### src/rtl/iis_pkg.sv
`timescale 1ns / 1ps
// ----------------------------------------------------------------------------
// iis_pkg
// Shared widths, pipeline records and sequencer states for the IMU increment
// splitter.
// ----------------------------------------------------------------------------
package iis_pkg;

  localparam int TIME_BITS     = 48;
  localparam int INC_BITS      = 32;
  localparam int FRAC_BITS     = 32;
  localparam int SDT_BITS      = 32;
  localparam int DT_BITS       = 33;
  localparam int INC_OUT_BITS  = INC_BITS + 1;
  localparam int NUM_LANES     = 6;
  localparam int MIN_BITS      = 10;
  localparam int IN_DATA_BITS  = 3 * TIME_BITS + SDT_BITS + NUM_LANES * INC_BITS;
  localparam int OUT_FIELD_BITS = TIME_BITS + DT_BITS + NUM_LANES * INC_OUT_BITS;
  localparam int OUT_DATA_BITS = ((OUT_FIELD_BITS + 7) / 8) * 8;
  localparam int NUM_STAGES    = FRAC_BITS + 2;

  // Item as it travels down the divider
  typedef struct packed {
    logic                               flag;
    logic [TIME_BITS-1:0]               tc;
    logic [TIME_BITS-1:0]               ts;
    logic [TIME_BITS-1:0]               hd;
    logic [TIME_BITS-1:0]               iv;
    logic [TIME_BITS-1:0]               rem;
    logic [FRAC_BITS-1:0]               q;
    logic [SDT_BITS-1:0]                sdt;
    logic [NUM_LANES-1:0][INC_BITS-1:0] inc;
  } iis_pipe_t;

  // Per-item segment summary handed to the output sequencer
  typedef struct packed {
    logic                 rej;
    logic                 ok;
    logic [TIME_BITS-1:0] ts;
    logic [TIME_BITS-1:0] tc;
    logic [DT_BITS-1:0]   hdt;
    logic [DT_BITS-1:0]   tdt;
  } iis_seg_t;

  typedef enum logic [1:0] {
    ST_IDLE,
    ST_HEAD,
    ST_TAIL
  } iis_state_t;

endpackage

### src/rtl/iis_div_stage.sv
`timescale 1ns / 1ps
// ----------------------------------------------------------------------------
// iis_div_stage
// One restoring-division step: produces one quotient bit of the split
// fraction and carries the rest of the item along.
// ----------------------------------------------------------------------------
module iis_div_stage import iis_pkg::*; (
  input  logic      clk,
  input  logic      en,
  input  iis_pipe_t d_in,
  output iis_pipe_t d_out
);

  logic [TIME_BITS:0] shifted;
  logic [TIME_BITS:0] diff;
  logic               ge;
  iis_pipe_t          pipe_r;
  iis_pipe_t          pipe_nxt;

  // Shift, compare, conditionally subtract
  always_comb begin
    shifted  = {d_in.rem, 1'b0};
    diff     = shifted - {1'b0, d_in.iv};
    ge       = (shifted >= {1'b0, d_in.iv});
    pipe_nxt = d_in;
    pipe_nxt.rem = ge ? diff[TIME_BITS-1:0] : shifted[TIME_BITS-1:0];
    pipe_nxt.q   = {d_in.q[FRAC_BITS-2:0], ge};
  end

  always_ff @(posedge clk) begin
    if (en) begin
      pipe_r <= pipe_nxt;
    end
  end

  assign d_out = pipe_r;

endmodule

### config.mk
export PLATFORM = sky130hd
export DESIGN_NAME = iis_div_stage
export DESIGN_NICKNAME = d
export VERILOG_FILES = /design/src/rtl/iis_pkg.sv /design/src/rtl/iis_div_stage.sv
export SDC_FILE = /design/constraint.sdc
export NUM_CORES = 1
export LEC_CHECK = 0
export BUFFER_PORTS_ARGS = -buffer_cell sky130_fd_sc_hd__clkbuf_2
export CAP_MARGIN = 20
export CORE_AREA = 2 2 391 393
export DETAILED_ROUTE_END_ITERATION = 10
export DIE_AREA = 0 0 393 395
export PLACE_DENSITY_LB_ADDON = 0.15
export SKIP_LAST_GASP = 1
export SLEW_MARGIN = 10
export SYNTH_ARGS = -nofsm -noshare
export SYNTH_HDL_FRONTEND = slang
export SYNTH_SLANG_ARGS = --single-unit
### constraint.sdc
create_clock -name clk -period 5.05 [get_ports clk]
set_clock_uncertainty 0.15 [all_clocks]
set_input_delay 0.7575 -clock clk [delete_from_list [all_inputs] [get_ports clk]]
set_output_delay 0.7575 -clock clk [all_outputs]
set_load 0.02 [all_outputs]
==> impl_results.md <==
* Outcome: completed
* Async set-reset flop share out of synthesis at 0%
* P_sw at between 3 and 4 mW
* Slowest cell on the critical path: o41ai_1
* NumNets Final at 2685
* DR vias at 13930
* Critical path fanouts, max at 26
* Mapped cell area at approximately 0.018 sq mm
* Ys flop type: edfxtp_1
* Area of the multi-input gates at approximately 0.0032 sq mm
* Routed WL at between 100 and 150 mm
* Initial DRC Count at roughly 770
* Tot GR Track Use at roughly 13%
* Routed Antenna Nets at 0
* Setup tns final at 0 ps
* Post-CTS Resized at 0
* First-pass GRT wire length at 133.4 mm
* Antenna violations before repair at 48
* Logic pwr share at between 10% and 20%
* CTS Sinks at between 400 and 500
* Die height at about 400 um
* CP Class: in2reg
* Seq/Total Area, Yosys at 80.82%
* Most common cell after layout, fill and taps aside: clkbuf_2
* Synth area leaders: edfxtp_1 (81%), ha_1 (3.3%), nand2_1 (2.0%), o21ai_0 (1.8%), a21oi_1 (1.5%)
* Max Slew Vio Count at 0
* Setup violators final at 0
* Post-synth top area share at between 80% and 90%
* Sequential cell area at 0.01492 sq mm
* Switching part of the total power at 28.97%
* Largest family of logic cells by synthesized area: compound AO/OA/AOI/OAI gates
* Residual DRC at 0
* Synth Area in XOR/XNOR at about 1.9%
* Pwr dens at a little over 400 mW/mm^2
* RePlAce Congestion at ~0.78
* CTS tree: built
* Die Area at about 0.16 sq mm
* Core area at about 0.15 sq mm
* Crit-path cells: clkbuf_2 > inv_1 > ha_1 > nand4_1 > or3_1 > o22ai_1 > a21oi_1 > nand3_1 > a21boi_4 > buf_4 > o41ai_1
* I/O Pins at between 900 and 1000
* Hold path cells at 1
* Min Tclk post-route at roughly 3800 ps
* Starting Density at about an eighth
* Share of cells above drive strength 1 at around half
* CP startpoint: d_in[331]
* Area growth syn-to-layout at 52.85%
* Final cell count without fillers at 4224
* Fill count at 16570
* Hold crit path type: in2reg
* Clk pin slew, worst setup/hold paths at around 60 ps
* Final hold vios at 0
* Clock Path Buffers at 3
* Commonest cells after routing, fill and taps aside: clkbuf_2 (993), edfxtp_1 (497), nand2_1 (98)
* Post-synth EDFFs at between 400 and 500
* Worst-Margin Slew at between 900 and 1000 ps
* Rel. slew slack at a little over a third
* Int Pwr at 8.272 mW
* DR pass1 iterations at 5
* Peak VDD IR at about 0.00021 V
* Root Driver: clkbuf_16
* Via density at ~3.3
* #FFs+latches synth at around 500
* Mux contribution to synthesized area at less than 1%
* Worst setup EP type: flop
* Placed cells at approximately 4000
* Syn Nets at 1627
* Worst path required time at 5270 ps
* WP data arrival at approximately 4000 ps
* Vias in the first global route at around 15000
* WHS at 128.3 ps
* Reg power frac at 43.7%
* Max-Cap Viols at 0
* CTS Buf Count at 70
* Simple-gate area share of the yosys netlist at 5.136%
* Yosys warns at 0
* Port Buf Inserts at around 990
* Min-delay src: d_in[73]
* Leakage at around 12 nW
* Max FFs per register at slightly below 500
* DIE WIDTH at a little under 400 um
* Post-CTS Hold Fix Bufs at 0
* Post-synthesis compound-gate area fraction at 6.634%
* Fmax at between 200 and 300 MHz
* Syn avg cell area at about 17 sq um
* FP Rows at around 140
* Largest net degree at the start of global routing at approximately 110
* Cells after Synth at around 1100
* Yosys top cell by area: edfxtp_1
* RSZ-0062 raised after global routing: false
* Post-Synth Adder-Cell Area at under 10%
* Clock network fraction of total power at 41.0%
* Fin crit share at ~75%
* Grt ovf at 0
* Routed len/inst at between 20 and 25 um
* CP max stage delay at 570 ps
* CP Launch Type: input port
* H-tree depth at 3
* Post-DP HPWL at around 84 mm
* Setup Buffers After CTS at 0
* Post-synth cell types at 60
## final cells by class
class / instances / area share (%)
clock inverter: 34 / 1.166
tap: 2030 / 8.999
inverter: 57 / 0.7581
antenna: 10 / 0.08866
sequential: 497 / 52.88
multi-input combinational: 498 / 11.36
clock buffer: 85 / 6.406
timing repair buffer: 1013 / 18.34
## metal layers
layer	track usage, %	share of wire [%]	vias up
met2	23.33	52	627
li1	-	-	6249
met5	0	0.29	-
met1	12.64	35	6850
met3	5.518	9.6	158
met4	3.852	3.0	46
## synthesized netlist by cell type, drive strengths merged, types with 6 or more instances
library cell    n
ha             48
nor3            7
a21o           30
nand3           7
clkbuf         15
xor2           21
edfxtp        497
nand2b          7
xnor2          19
inv            57
buf            12
nor2           41
a21oi          55
nor2b           6
o31ai           6
nand4          13
o21ai          67
nand2          98
## stage by stage
stage	area, sq um	util [%]	worst slack [ps]	power (mW)
after floorplan	18470	-	1639	5.972
after global placement	26060	17.24	509.2	7.013
after detailed placement	26060	17.24	487.2	7.003
after CTS	28200	18.65	1182	11.96
after global routing	28200	18.65	1029	12.20
final	28220	18.67	1270	11.65
## power groups by stage
stage	Sequential [mW]	Combinational, mW	Clock, mW
2_1_floorplan	5.61	0.366	0
3_3_place_gp	5.18	1.84	0
3_5_place_dp	5.17	1.83	0
4_1_cts	5.10	1.84	5.02
5_1_grt	5.13	1.91	5.17
6_report	5.08	1.78	4.78
## path summary, 6_finish.rpt
kind | endpoint | slack, ps
worst min-delay path | d_out[73] | 130
worst max-delay path | d_out[296] | 1270
## worst max-delay path: cells and delay by family
kind | cells | cell delay [ps]
AOI/OAI and AO/OA | 4 | 1290
adders and majority gates | 1 | 490
buffers and inverters | 3 | 390
and+or+nand+nor | 3 | 1070
## cell families after synthesis
family,count (synthesis)
DFF,497
and+or+nand+nor,205
AOI/OAI and AO/OA,200
buffers and inverters,84
adders and majority gates,49
xor gates and xnor gates,40
muxes,4
Note: power is estimated with default switching activity, not from simulation.
