`src/rtl/iis_pkg.sv`:
```
`timescale 1ns / 1ps
// ----------------------------------------------------------------------------
// iis_pkg
// Shared widths, pipeline records and sequencer states for the IMU increment
// splitter.
// ----------------------------------------------------------------------------
package iis_pkg;

  localparam int TIME_BITS     = 48;
  localparam int INC_BITS      = 32;
  localparam int FRAC_BITS     = 32;
  localparam int SDT_BITS      = 32;
  localparam int DT_BITS       = 33;
  localparam int INC_OUT_BITS  = INC_BITS + 1;
  localparam int NUM_LANES     = 6;
  localparam int MIN_BITS      = 10;
  localparam int IN_DATA_BITS  = 3 * TIME_BITS + SDT_BITS + NUM_LANES * INC_BITS;
  localparam int OUT_FIELD_BITS = TIME_BITS + DT_BITS + NUM_LANES * INC_OUT_BITS;
  localparam int OUT_DATA_BITS = ((OUT_FIELD_BITS + 7) / 8) * 8;
  localparam int NUM_STAGES    = FRAC_BITS + 2;

  // Item as it travels down the divider
  typedef struct packed {
    logic                               flag;
    logic [TIME_BITS-1:0]               tc;
    logic [TIME_BITS-1:0]               ts;
    logic [TIME_BITS-1:0]               hd;
    logic [TIME_BITS-1:0]               iv;
    logic [TIME_BITS-1:0]               rem;
    logic [FRAC_BITS-1:0]               q;
    logic [SDT_BITS-1:0]                sdt;
    logic [NUM_LANES-1:0][INC_BITS-1:0] inc;
  } iis_pipe_t;

  // Per-item segment summary handed to the output sequencer
  typedef struct packed {
    logic                 rej;
    logic                 ok;
    logic [TIME_BITS-1:0] ts;
    logic [TIME_BITS-1:0] tc;
    logic [DT_BITS-1:0]   hdt;
    logic [DT_BITS-1:0]   tdt;
  } iis_seg_t;

  typedef enum logic [1:0] {
    ST_IDLE,
    ST_HEAD,
    ST_TAIL
  } iis_state_t;

endpackage

```
`src/rtl/iis_lane.sv`:
```
`timescale 1ns / 1ps
// ----------------------------------------------------------------------------
// iis_lane
// Scales one increment by the split fraction: registered magnitude product,
// then head and remainder with the sign of the increment restored.
// ----------------------------------------------------------------------------
module iis_lane import iis_pkg::*; (
  input  logic                    clk,
  input  logic                    en,
  input  logic [INC_BITS-1:0]     inc,
  input  logic [FRAC_BITS-1:0]    lam,
  output logic [INC_OUT_BITS-1:0] head,
  output logic [INC_OUT_BITS-1:0] tail
);

  logic                          neg;
  logic [INC_BITS-1:0]           mag;
  logic                          neg_r;
  logic [INC_BITS-1:0]           mag_r;
  logic [INC_BITS+FRAC_BITS-1:0] prod_r;
  logic [INC_BITS-1:0]           hmag;
  logic [INC_BITS-1:0]           tmag;

  // Magnitude of the two's complement increment
  assign neg = inc[INC_BITS-1];
  assign mag = neg ? (~inc + 1'b1) : inc;

  always_ff @(posedge clk) begin
    if (en) begin
      neg_r  <= neg;
      mag_r  <= mag;
      prod_r <= mag * lam;
    end
  end

  // Truncate toward zero, remainder keeps the same sign
  assign hmag = prod_r[FRAC_BITS +: INC_BITS];
  assign tmag = mag_r - hmag;
  assign head = neg_r ? (~{1'b0, hmag} + 1'b1) : {1'b0, hmag};
  assign tail = neg_r ? (~{1'b0, tmag} + 1'b1) : {1'b0, tmag};

endmodule

```
`config.mk`:
```
export PLATFORM = sky130hd
export DESIGN_NAME = iis_lane
export DESIGN_NICKNAME = d
export VERILOG_FILES = /design/src/rtl/iis_pkg.sv /design/src/rtl/iis_lane.sv
export SDC_FILE = /design/constraint.sdc
export NUM_CORES = 2
export LEC_CHECK = 0
export ABC_CLOCK_PERIOD_IN_PS = 10000
export BUFFER_PORTS_ARGS = -buffer_cell sky130_fd_sc_hd__buf_2
export CORE_MARGIN = 2
export CORE_UTILIZATION = 50
export CTS_BUF_LIST = sky130_fd_sc_hd__clkbuf_16
export DETAILED_ROUTE_END_ITERATION = 8
export PLACE_DENSITY = 0.68
export SLEW_MARGIN = 20
export SYNTH_ARGS = -nofsm -noshare
export SYNTH_HDL_FRONTEND = slang
export SYNTH_SLANG_ARGS = --single-unit
export TNS_END_PERCENT = 10
```
`constraint.sdc`:
```
create_clock -name clk -period 10 [get_ports clk]
set_input_delay 0.5 -clock clk [delete_from_list [all_inputs] [get_ports clk]]
set_output_delay 0.5 -clock clk [all_outputs]
set_load 0.01 [all_outputs]
```
==> results.sh <==
export IMPL_min_from="inc[31]"
export IMPL_crit_path_start_kind="input port"
export IMPL_violations="design-rule violations"
export IMPL_top_layer="met5"
export IMPL_synth_nets=5438
export IMPL_critPathRequiredTime_ns=10.08
export IMPL_cts_tree="yes"
export IMPL_die_area_mm2=0.0785
export IMPL_synth_xor_area_share_pct=3.26
export IMPL_num_io_pins=132
export IMPL_syn_inst=4182
export IMPL_nets=5557
export IMPL_utilization_pct=54.5
export IMPL_netlist_area_leader_share_pct=47.0
export IMPL_ys_seq_area_share_pct=5.12
export IMPL_rsz0062_at_grt="true"
export IMPL_ctsRootBufferMaster="clkbuf_16"
export IMPL_antenna_found_initial=5
export IMPL_area_sequential_mm2=0.00195
export IMPL_ys_ff_latch=65
export IMPL_synth_simple_gate_area_share_pct=17.7
export IMPL_layout_drive_gt1_share_pct=9.50
export IMPL_grtUsageTotal_pct=27.9
export IMPL_row_count=101
export IMPL_synth_top_family_by_area="adder cells"
export IMPL_period_needed_ns=9.71
export IMPL_postRouteAntennaNets=0
export IMPL_dr_wl_met2_um=47200
export IMPL_relSlewSlack_pct=38.1
export IMPL_synth_area_per_cell_um2=9.12
export IMPL_dp_final_hpwl_um=86200
export IMPL_grt_pass1_vias=30381
export IMPL_placed_area_mm2=0.0409
export IMPL_clk_pin_slew_ns=0.06
export IMPL_io_buffers=131
export IMPL_synth_compound_area_share_pct=5.66
export IMPL_initial_core_util_pct=50.4
export IMPL_synth_top_area_cell="fa_1"
export IMPL_coreArea_mm2=0.0757
export IMPL_area_growth_syn_to_layout_pct=8.26
export IMPL_synth_common_cells="inv_1, fa_1, and2_1"
export IMPL_setup_violations=0
export IMPL_worstMarginPinSlew_ns=0.928
export IMPL_die_w_um=280
export IMPL_crit_type="input port to flip-flop"
export IMPL_numCtsBuffers=9
export IMPL_grt_max_degree=67
export IMPL_drt_iter0_markers=2032
export IMPL_synth_edf_count=65
export IMPL_drt_met1_wl_um=46300
export IMPL_clk_path_buf_depth=2
export IMPL_die_height_um=280
export IMPL_arrival_ns=9.80
export IMPL_fill_cells=6755
export IMPL_cp_startpoint="inc[6]"
export IMPL_num_vias=28542
export IMPL_dr_wl_met3_um=9400
export IMPL_drv_slew=0
export IMPL_drt_pass1_iterations=7
export IMPL_finalSetupTns_ns=0
export IMPL_synth_area_top_cells="fa_1, and2_1, ha_1"
export IMPL_synth_flop_cell="edfxtp_1"
export IMPL_cts_sinks=65
export IMPL_hold_class="input port to flip-flop"
export IMPL_slowest_stage="fa_1"
export IMPL_vias_per_cell=5.40
export IMPL_htree_levels=3
export IMPL_synth_fa_ha_area_share_pct=56.7
export IMPL_synth_most_common_cell="inv_1"
export IMPL_synth_warnings=0
export IMPL_critPathMaxFanout=7
export IMPL_grt_pass1_wl_um=170000
export IMPL_hold_viol=0
export IMPL_gr_total_overflow=0
export IMPL_status="complete, but fails checks"
export IMPL_multi_input_area_mm2=0.0321
export IMPL_post_drt_wl_per_cell_um=19.9
export IMPL_critPathMaxStageDelay_ns=0.61
export IMPL_syn_area_mm2=0.0381
export IMPL_cts_hold_buf=0
export IMPL_gp_congestion=0.946
export IMPL_dp_cells=5265
export IMPL_max_cap_violations=0
export IMPL_synth_mux_area_share_pct=0.112
export IMPL_synth_cell_type_count=85
export IMPL_instances_no_fill=5285
export IMPL_synthArstFlopShare_pct=0
export IMPL_finalCritPeriodShare_pct=97.1
export IMPL_drc=2
export IMPL_fin_area_mm2=0.0413
export IMPL_cp_end_kind="flip-flop"
export IMPL_drt_wl_total_um=105000
export IMPL_max_freq_mhz=103
export IMPL_path_common_cell="fa_1"
## registers in the layout, indices dropped and copies added, names as in the netlist
name	count
mag_r	32
neg_r	1
prod_r	32
## cell families (layout without fill, tap and decap cells)
logic type	after synthesis	after routing
AOI/OAI and AO/OA	322	322
xor gates and xnor gates	142	142
adders and majority gates	1190	1190
buffers and inverters	1163	1287
DFF	65	65
muxes	4	4
other	0	1
and+or+nand+nor	1296	1296
## final cells by class
class | count | share of cell area (%)
multi-input cells | 2954 | 77.7
flip-flops and latches | 65 | 4.73
repair buffers | 326 | 5.28
diodes | 1 | 0.00606
clock buffers | 9 | 0.546
inverters | 945 | 8.59
clock inverters | 7 | 0.149
well taps | 978 | 2.96
## through the flow
step                hold slack, ns  worst slack [ns]
global placement              1.09            -0.109
detailed placement            1.09            -0.310
floorplan                    0.599             0.290
global route                 0.779           -0.0728
finish                       0.749             0.286
CTS                          0.739            0.0253
## cell usage in the layout, fill, tap and decap left out, types with 13 or more instances in the layout
cell,count
buf_4,188
nand3_1,25
ha_1,294
xor2_1,23
nand2_1,516
inv_1,944
and2_1,593
and3_1,14
xnor2_1,90
fa_1,896
xnor2_2,25
or3_1,13
nand4_1,13
nor2_1,48
a21o_1,33
o21ai_0,68
edfxtp_1,65
buf_2,131
o31ai_1,16
a21oi_1,85
## routing by layer
metal | vias up | GRT usage, %
met2 | 1179 | 43.7
met4 | 4 | 5.29
met3 | 141 | 5.02
met5 | - | 0
li1 | 12670 | -
met1 | 14548 | 40.9
## critical path, delay by kind of cell
kind	cells	cell delay (ns)
buf+inv	6	0.74
xor+xnor	2	0.21
compound gates	8	1.78
simple gates	7	2.40
fa+ha+maj	9	4.18
## repair_timing
| action | 4_1_cts | 5_1_grt |
|---|---|---|
| setup buffers | 0 | 3 |
| setup endpoints to repair | 0 | 15 |
| gates resized for setup | 0 | 16 |
## path summary, 6_finish.rpt
check | depth (start not counted) | to | slack, ns
setup / recovery | 32 | prod_r[63] | 0.29
hold / removal | 1 | neg_r | 0.75
Power is not shown: default switching activity piles up to over one toggle a cycle in this logic, so the estimate is an artifact.
