==> src/rtl/iis_pkg.sv <==
`timescale 1ns / 1ps
// ----------------------------------------------------------------------------
// iis_pkg
// Shared widths, pipeline records and sequencer states for the IMU increment
// splitter.
// ----------------------------------------------------------------------------
package iis_pkg;

  localparam int TIME_BITS     = 48;
  localparam int INC_BITS      = 32;
  localparam int FRAC_BITS     = 32;
  localparam int SDT_BITS      = 32;
  localparam int DT_BITS       = 33;
  localparam int INC_OUT_BITS  = INC_BITS + 1;
  localparam int NUM_LANES     = 6;
  localparam int MIN_BITS      = 10;
  localparam int IN_DATA_BITS  = 3 * TIME_BITS + SDT_BITS + NUM_LANES * INC_BITS;
  localparam int OUT_FIELD_BITS = TIME_BITS + DT_BITS + NUM_LANES * INC_OUT_BITS;
  localparam int OUT_DATA_BITS = ((OUT_FIELD_BITS + 7) / 8) * 8;
  localparam int NUM_STAGES    = FRAC_BITS + 2;

  // Item as it travels down the divider
  typedef struct packed {
    logic                               flag;
    logic [TIME_BITS-1:0]               tc;
    logic [TIME_BITS-1:0]               ts;
    logic [TIME_BITS-1:0]               hd;
    logic [TIME_BITS-1:0]               iv;
    logic [TIME_BITS-1:0]               rem;
    logic [FRAC_BITS-1:0]               q;
    logic [SDT_BITS-1:0]                sdt;
    logic [NUM_LANES-1:0][INC_BITS-1:0] inc;
  } iis_pipe_t;

  // Per-item segment summary handed to the output sequencer
  typedef struct packed {
    logic                 rej;
    logic                 ok;
    logic [TIME_BITS-1:0] ts;
    logic [TIME_BITS-1:0] tc;
    logic [DT_BITS-1:0]   hdt;
    logic [DT_BITS-1:0]   tdt;
  } iis_seg_t;

  typedef enum logic [1:0] {
    ST_IDLE,
    ST_HEAD,
    ST_TAIL
  } iis_state_t;

endpackage

==> src/rtl/iis_out.sv <==
`timescale 1ns / 1ps
// ----------------------------------------------------------------------------
// iis_out
// Merges the lane results with the segment summary and sends the head and
// tail beats, or a single rejection beat, on the result channel.
// ----------------------------------------------------------------------------
module iis_out import iis_pkg::*; (
  input  logic                                   clk,
  input  logic                                   rst_n,
  input  logic                                   up_valid,
  output logic                                   up_ready,
  input  iis_seg_t                               seg,
  input  logic [NUM_LANES-1:0][INC_OUT_BITS-1:0] heads,
  input  logic [NUM_LANES-1:0][INC_OUT_BITS-1:0] tails,
  output logic                                   out_tvalid,
  input  logic                                   out_tready,
  output logic [OUT_DATA_BITS-1:0]               out_tdata,
  output logic                                   out_tlast,
  output logic                                   out_tuser
);

  iis_state_t                             state_r;
  iis_state_t                             state_nxt;
  logic                                   ok_r;
  logic [TIME_BITS-1:0]                   ts_r;
  logic [TIME_BITS-1:0]                   tc_r;
  logic [DT_BITS-1:0]                     hdt_r;
  logic [DT_BITS-1:0]                     tdt_r;
  logic [NUM_LANES-1:0][INC_OUT_BITS-1:0] hinc_r;
  logic [NUM_LANES-1:0][INC_OUT_BITS-1:0] tinc_r;
  logic                                   load;

  assign up_ready = (state_r == ST_IDLE) || ((state_r == ST_TAIL) && out_tready);
  assign load     = up_valid && up_ready;

  // Next state
  always_comb begin
    state_nxt = state_r;
    unique case (state_r)
      ST_IDLE: begin
        if (load) state_nxt = seg.rej ? ST_TAIL : ST_HEAD;
      end
      ST_HEAD: begin
        if (out_tready) state_nxt = ST_TAIL;
      end
      ST_TAIL: begin
        if (load) state_nxt = seg.rej ? ST_TAIL : ST_HEAD;
        else if (out_tready) state_nxt = ST_IDLE;
      end
      default: state_nxt = ST_IDLE;
    endcase
  end

  always_ff @(posedge clk) begin
    if (!rst_n) begin
      state_r <= ST_IDLE;
    end else begin
      state_r <= state_nxt;
    end
  end

  // Capture both segments; a rejected item carries zeros
  always_ff @(posedge clk) begin
    if (load) begin
      ok_r   <= seg.ok && !seg.rej;
      ts_r   <= seg.ts;
      hdt_r  <= seg.hdt;
      hinc_r <= heads;
      tc_r   <= seg.rej ? '0 : seg.tc;
      tdt_r  <= seg.rej ? '0 : seg.tdt;
      tinc_r <= seg.rej ? '0 : tails;
    end
  end

  // Drive the beat that is due
  always_comb begin
    out_tvalid = (state_r != ST_IDLE);
    out_tlast  = (state_r == ST_TAIL);
    out_tuser  = ok_r;
    out_tdata  = '0;
    if (state_r == ST_TAIL) begin
      out_tdata[OUT_FIELD_BITS-1:0] = {tinc_r, tdt_r, tc_r};
    end else begin
      out_tdata[OUT_FIELD_BITS-1:0] = {hinc_r, hdt_r, ts_r};
    end
  end

endmodule

==> config.mk <==
export PLATFORM = sky130hd
export DESIGN_NAME = iis_out
export DESIGN_NICKNAME = d
export VERILOG_FILES = /design/src/rtl/iis_pkg.sv /design/src/rtl/iis_out.sv
export SDC_FILE = /design/constraint.sdc
export NUM_CORES = 1
export LEC_CHECK = 0
export BUFFER_PORTS_ARGS = -buffer_cell sky130_fd_sc_hd__buf_2
export CORE_AREA = 2 2 331 333
export DETAILED_ROUTE_END_ITERATION = 10
export DIE_AREA = 0 0 333 335
export GPL_TIMING_DRIVEN = 0
export MAX_ROUTING_LAYER = met4
export SYNTH_ARGS = -nofsm -noshare
export SYNTH_HDL_FRONTEND = slang
export SYNTH_SLANG_ARGS = --single-unit
export TNS_END_PERCENT = 100
==> constraint.sdc <==
create_clock -name clk -period 16.35 [get_ports clk]
set_clock_uncertainty 0.15 [all_clocks]
set_input_delay 3.27 -clock clk [delete_from_list [all_inputs] [get_ports clk]]
set_output_delay 3.27 -clock clk [all_outputs]
set_load 0.02 [all_outputs]
==> flow_summary.yaml <==
critical_path:
  cp.required_ns: 12.93
  cp_slowest_cell: "nor2b_1"
  crit_type: "input port to output pin"
  cp_common_cell: "buf_2"
  max_stage_delay_ns: 0.23
  cp_cell_sequence: "buf_2 > nor2b_1 > nor2_1 > buf_2"
  cp_max_fo: 3
  arrival_ns: 3.91
  cp-start-kind: "input port"
  endpoint_kind: "output pin"
sta:
  tightest_slew_ns: 1.21
  fmax_ghz: 0.137
  setup_viol: 0
  slew_viol_final: 0
  final.period_utilization: 0.448
  tns_ns: 0
  fin_crit_ns: 7.33
  final_hold_viol_count: 0
  relSlewSlack: 0.196
  rsz0062_at_grt: "no"
synth:
  syn_area_per_cell_sq_um: 12.6
  synth_top_area_cell: "edfxtp_1"
  postSynthCellCount: 1786
  yosysTopAreaCellShare: 0.748
  yosysUniqueCellTypes: 19
  synth_seq_area_share: 0.750
  yosysWarnings: 0
  ys_ff_latch: 561
  synth_nets: 2350
  syn_area_sq_um: 22400
  synthTopCellsByArea: "edfxtp_1 (75%), nand2_1 (14%), nor2b_1 (7.8%)"
floorplan:
  start_util: 0.208
  coreArea_sq_um: 108000
  die-area_sq_um: 112000
  io_pins: 848
  fp.dieW_microns: 333
  rows: 121
  die_y_microns: 335
worst_hold_path:
  hold_class: "flip-flop to flip-flop"
pwr:
  irDropWorstVdd_mv: 0.0938
  p_leak_nw: 13.4
  p_per_area_nw_per_um2: 120
clock_network:
  cts_sinks: 561
  cts_buffers: 66
  clk_pin_slew_ns: 0.06
  post_cts_resized: 0
  cts_tree: "built"
  cts_setup_buffers: 0
  hold_buffers: 0
  cts_root_buf: "clkbuf_16"
  cts_max_level: 3
  cts_buffer_depth: 3
  clock_latency_ns: 0.60
route:
  antenna_left: 0
  drc: 0
  dr.pass1.iters: 5
  drtIter0Drc: 912
  num_vias: 16500
  drt_wl_total_microns: 79100
  viasPerCell: 3.93
  wl_per_cell_microns: 18.8
layout:
  final-seq-area_sq_um: 16800
  multi_input_comb_area_sq_um: 4970
  layout_common_cells: "buf_2 (866), nand2_1 (838), edfxtp_1 (559)"
  instances_no_fill: 4205
  utilization: 0.286
  drive_gt1_frac: 0.367
  final_common_cell: "buf_2"
  syn2layout_area_growth_pct: 37.7
  fin_nets: 3272
  fillers: 11300
  final_area_sq_um: 30900
grt:
  grt_pass1_vias: 16700
  grt_max_degree: 68
  grt_pass1_wl_microns: 109000
  grt.overflow.total: 0
  grt_use_total: 0.139
  antenna_found_initial: 41
flow_run:
  maxCapViolCount: 0
placement:
  dpl-instance-area_sq_um: 28700
  dp_cells: 4054
  portBuffers: 845
  dp_hpwl_microns: 60200
  place_congestion: 0.864
run_status:
  status: "finished clean"
-- cell usage after synthesis --
cell / instances
edfxtp_1: 559
nand2_1: 838
nand2b_1: 2
conb_1: 1
nor3b_1: 2
buf_4: 11
clkbuf_1: 30
buf_2: 21
a21oi_1: 2
buf_6: 25
nor2b_1: 281
inv_1: 1
o32ai_1: 1
clkbuf_4: 6
and2_1: 1
nor2_1: 1
inv_4: 1
or2_2: 1
dfxtp_1: 2
-- sequential cells by signal (all words and copies together), names as in the netlist --
register   flops
hinc_r       198
state_r        2
ts_r          48
out_tuser      1
hdt_r         33
tinc_r       198
tdt_r         33
tc_r          48
-- cell families (layout without fill, tap and decap cells) --
kind of cell | after synthesis | after routing | synth area share
AO/OA/AOI/OAI | 3 | 3 | 0.000837
buffers and inverters | 95 | 1069 | 0.0284
flip-flops | 561 | 561 | 0.750
other | 1 | 32 | 0.000167
AND/OR/NAND/NOR | 1126 | 1126 | 0.221
-- routing by layer --
metal  wire [microns]  vias up  share of wire  global-route usage
li1                 -     7802              -                   -
met3             6960      130          0.088              0.0461
met2            38000      732           0.48               0.221
met5                0        -              0                   -
met1            31500     7862           0.40               0.160
met4             2590        0          0.033              0.0621
-- layout make-up --
type                            instances  share of cell area
Multi-Input combinational cell       1130               0.161
Buffer                                 93              0.0204
Timing Repair Buffer                  854               0.145
Clock inverter                         33              0.0116
Clock buffer                           87              0.0574
Sequential cell                       561               0.545
Inverter                                2            0.000324
Tap cell                             1414              0.0573
Antenna cell                           31             0.00251
-- stage by stage --
step	hold slack (ns)	total power, W	setup WS, ns
3_5_place_dp	0.335	0.00229	9.04
2_1_floorplan	0.311	0.00206	5.18
3_3_place_gp	0.336	0.00231	2.05
4_1_cts	0.344	0.00377	9.04
6_report	0.343	0.00372	9.02
5_1_grt	0.374	0.00386	9.00
-- critical path: cells and delay by family --
family	cells	cell delay, ns
buffers and inverters	2	0.30
and+or+nand+nor	2	0.34
-- worst paths after layout --
check	slack [ns]	from	endpoint	cells after the start
setup reg to reg	12.97	state_r[1]$_SDFFE_PN0P_	tinc_r[97]$_SDFFCE_PP0N_	7
setup / recovery	9.02	out_tready	up_ready	4
hold reg to reg	0.34	state_r[1]$_SDFFE_PN0P_	state_r[1]$_SDFFE_PN0P_	1
hold / removal	0.34	state_r[1]$_SDFFE_PN0P_	state_r[1]$_SDFFE_PN0P_	1
-- power breakdown --
part	internal [W]	switching (W)	leakage, nW
registers	0.00171	0.0000292	5.49
logic	0.000176	0.000336	6.84
clock network	0.000865	0.000606	1.03
No activity file was read; power rests on OpenSTA's default activity.
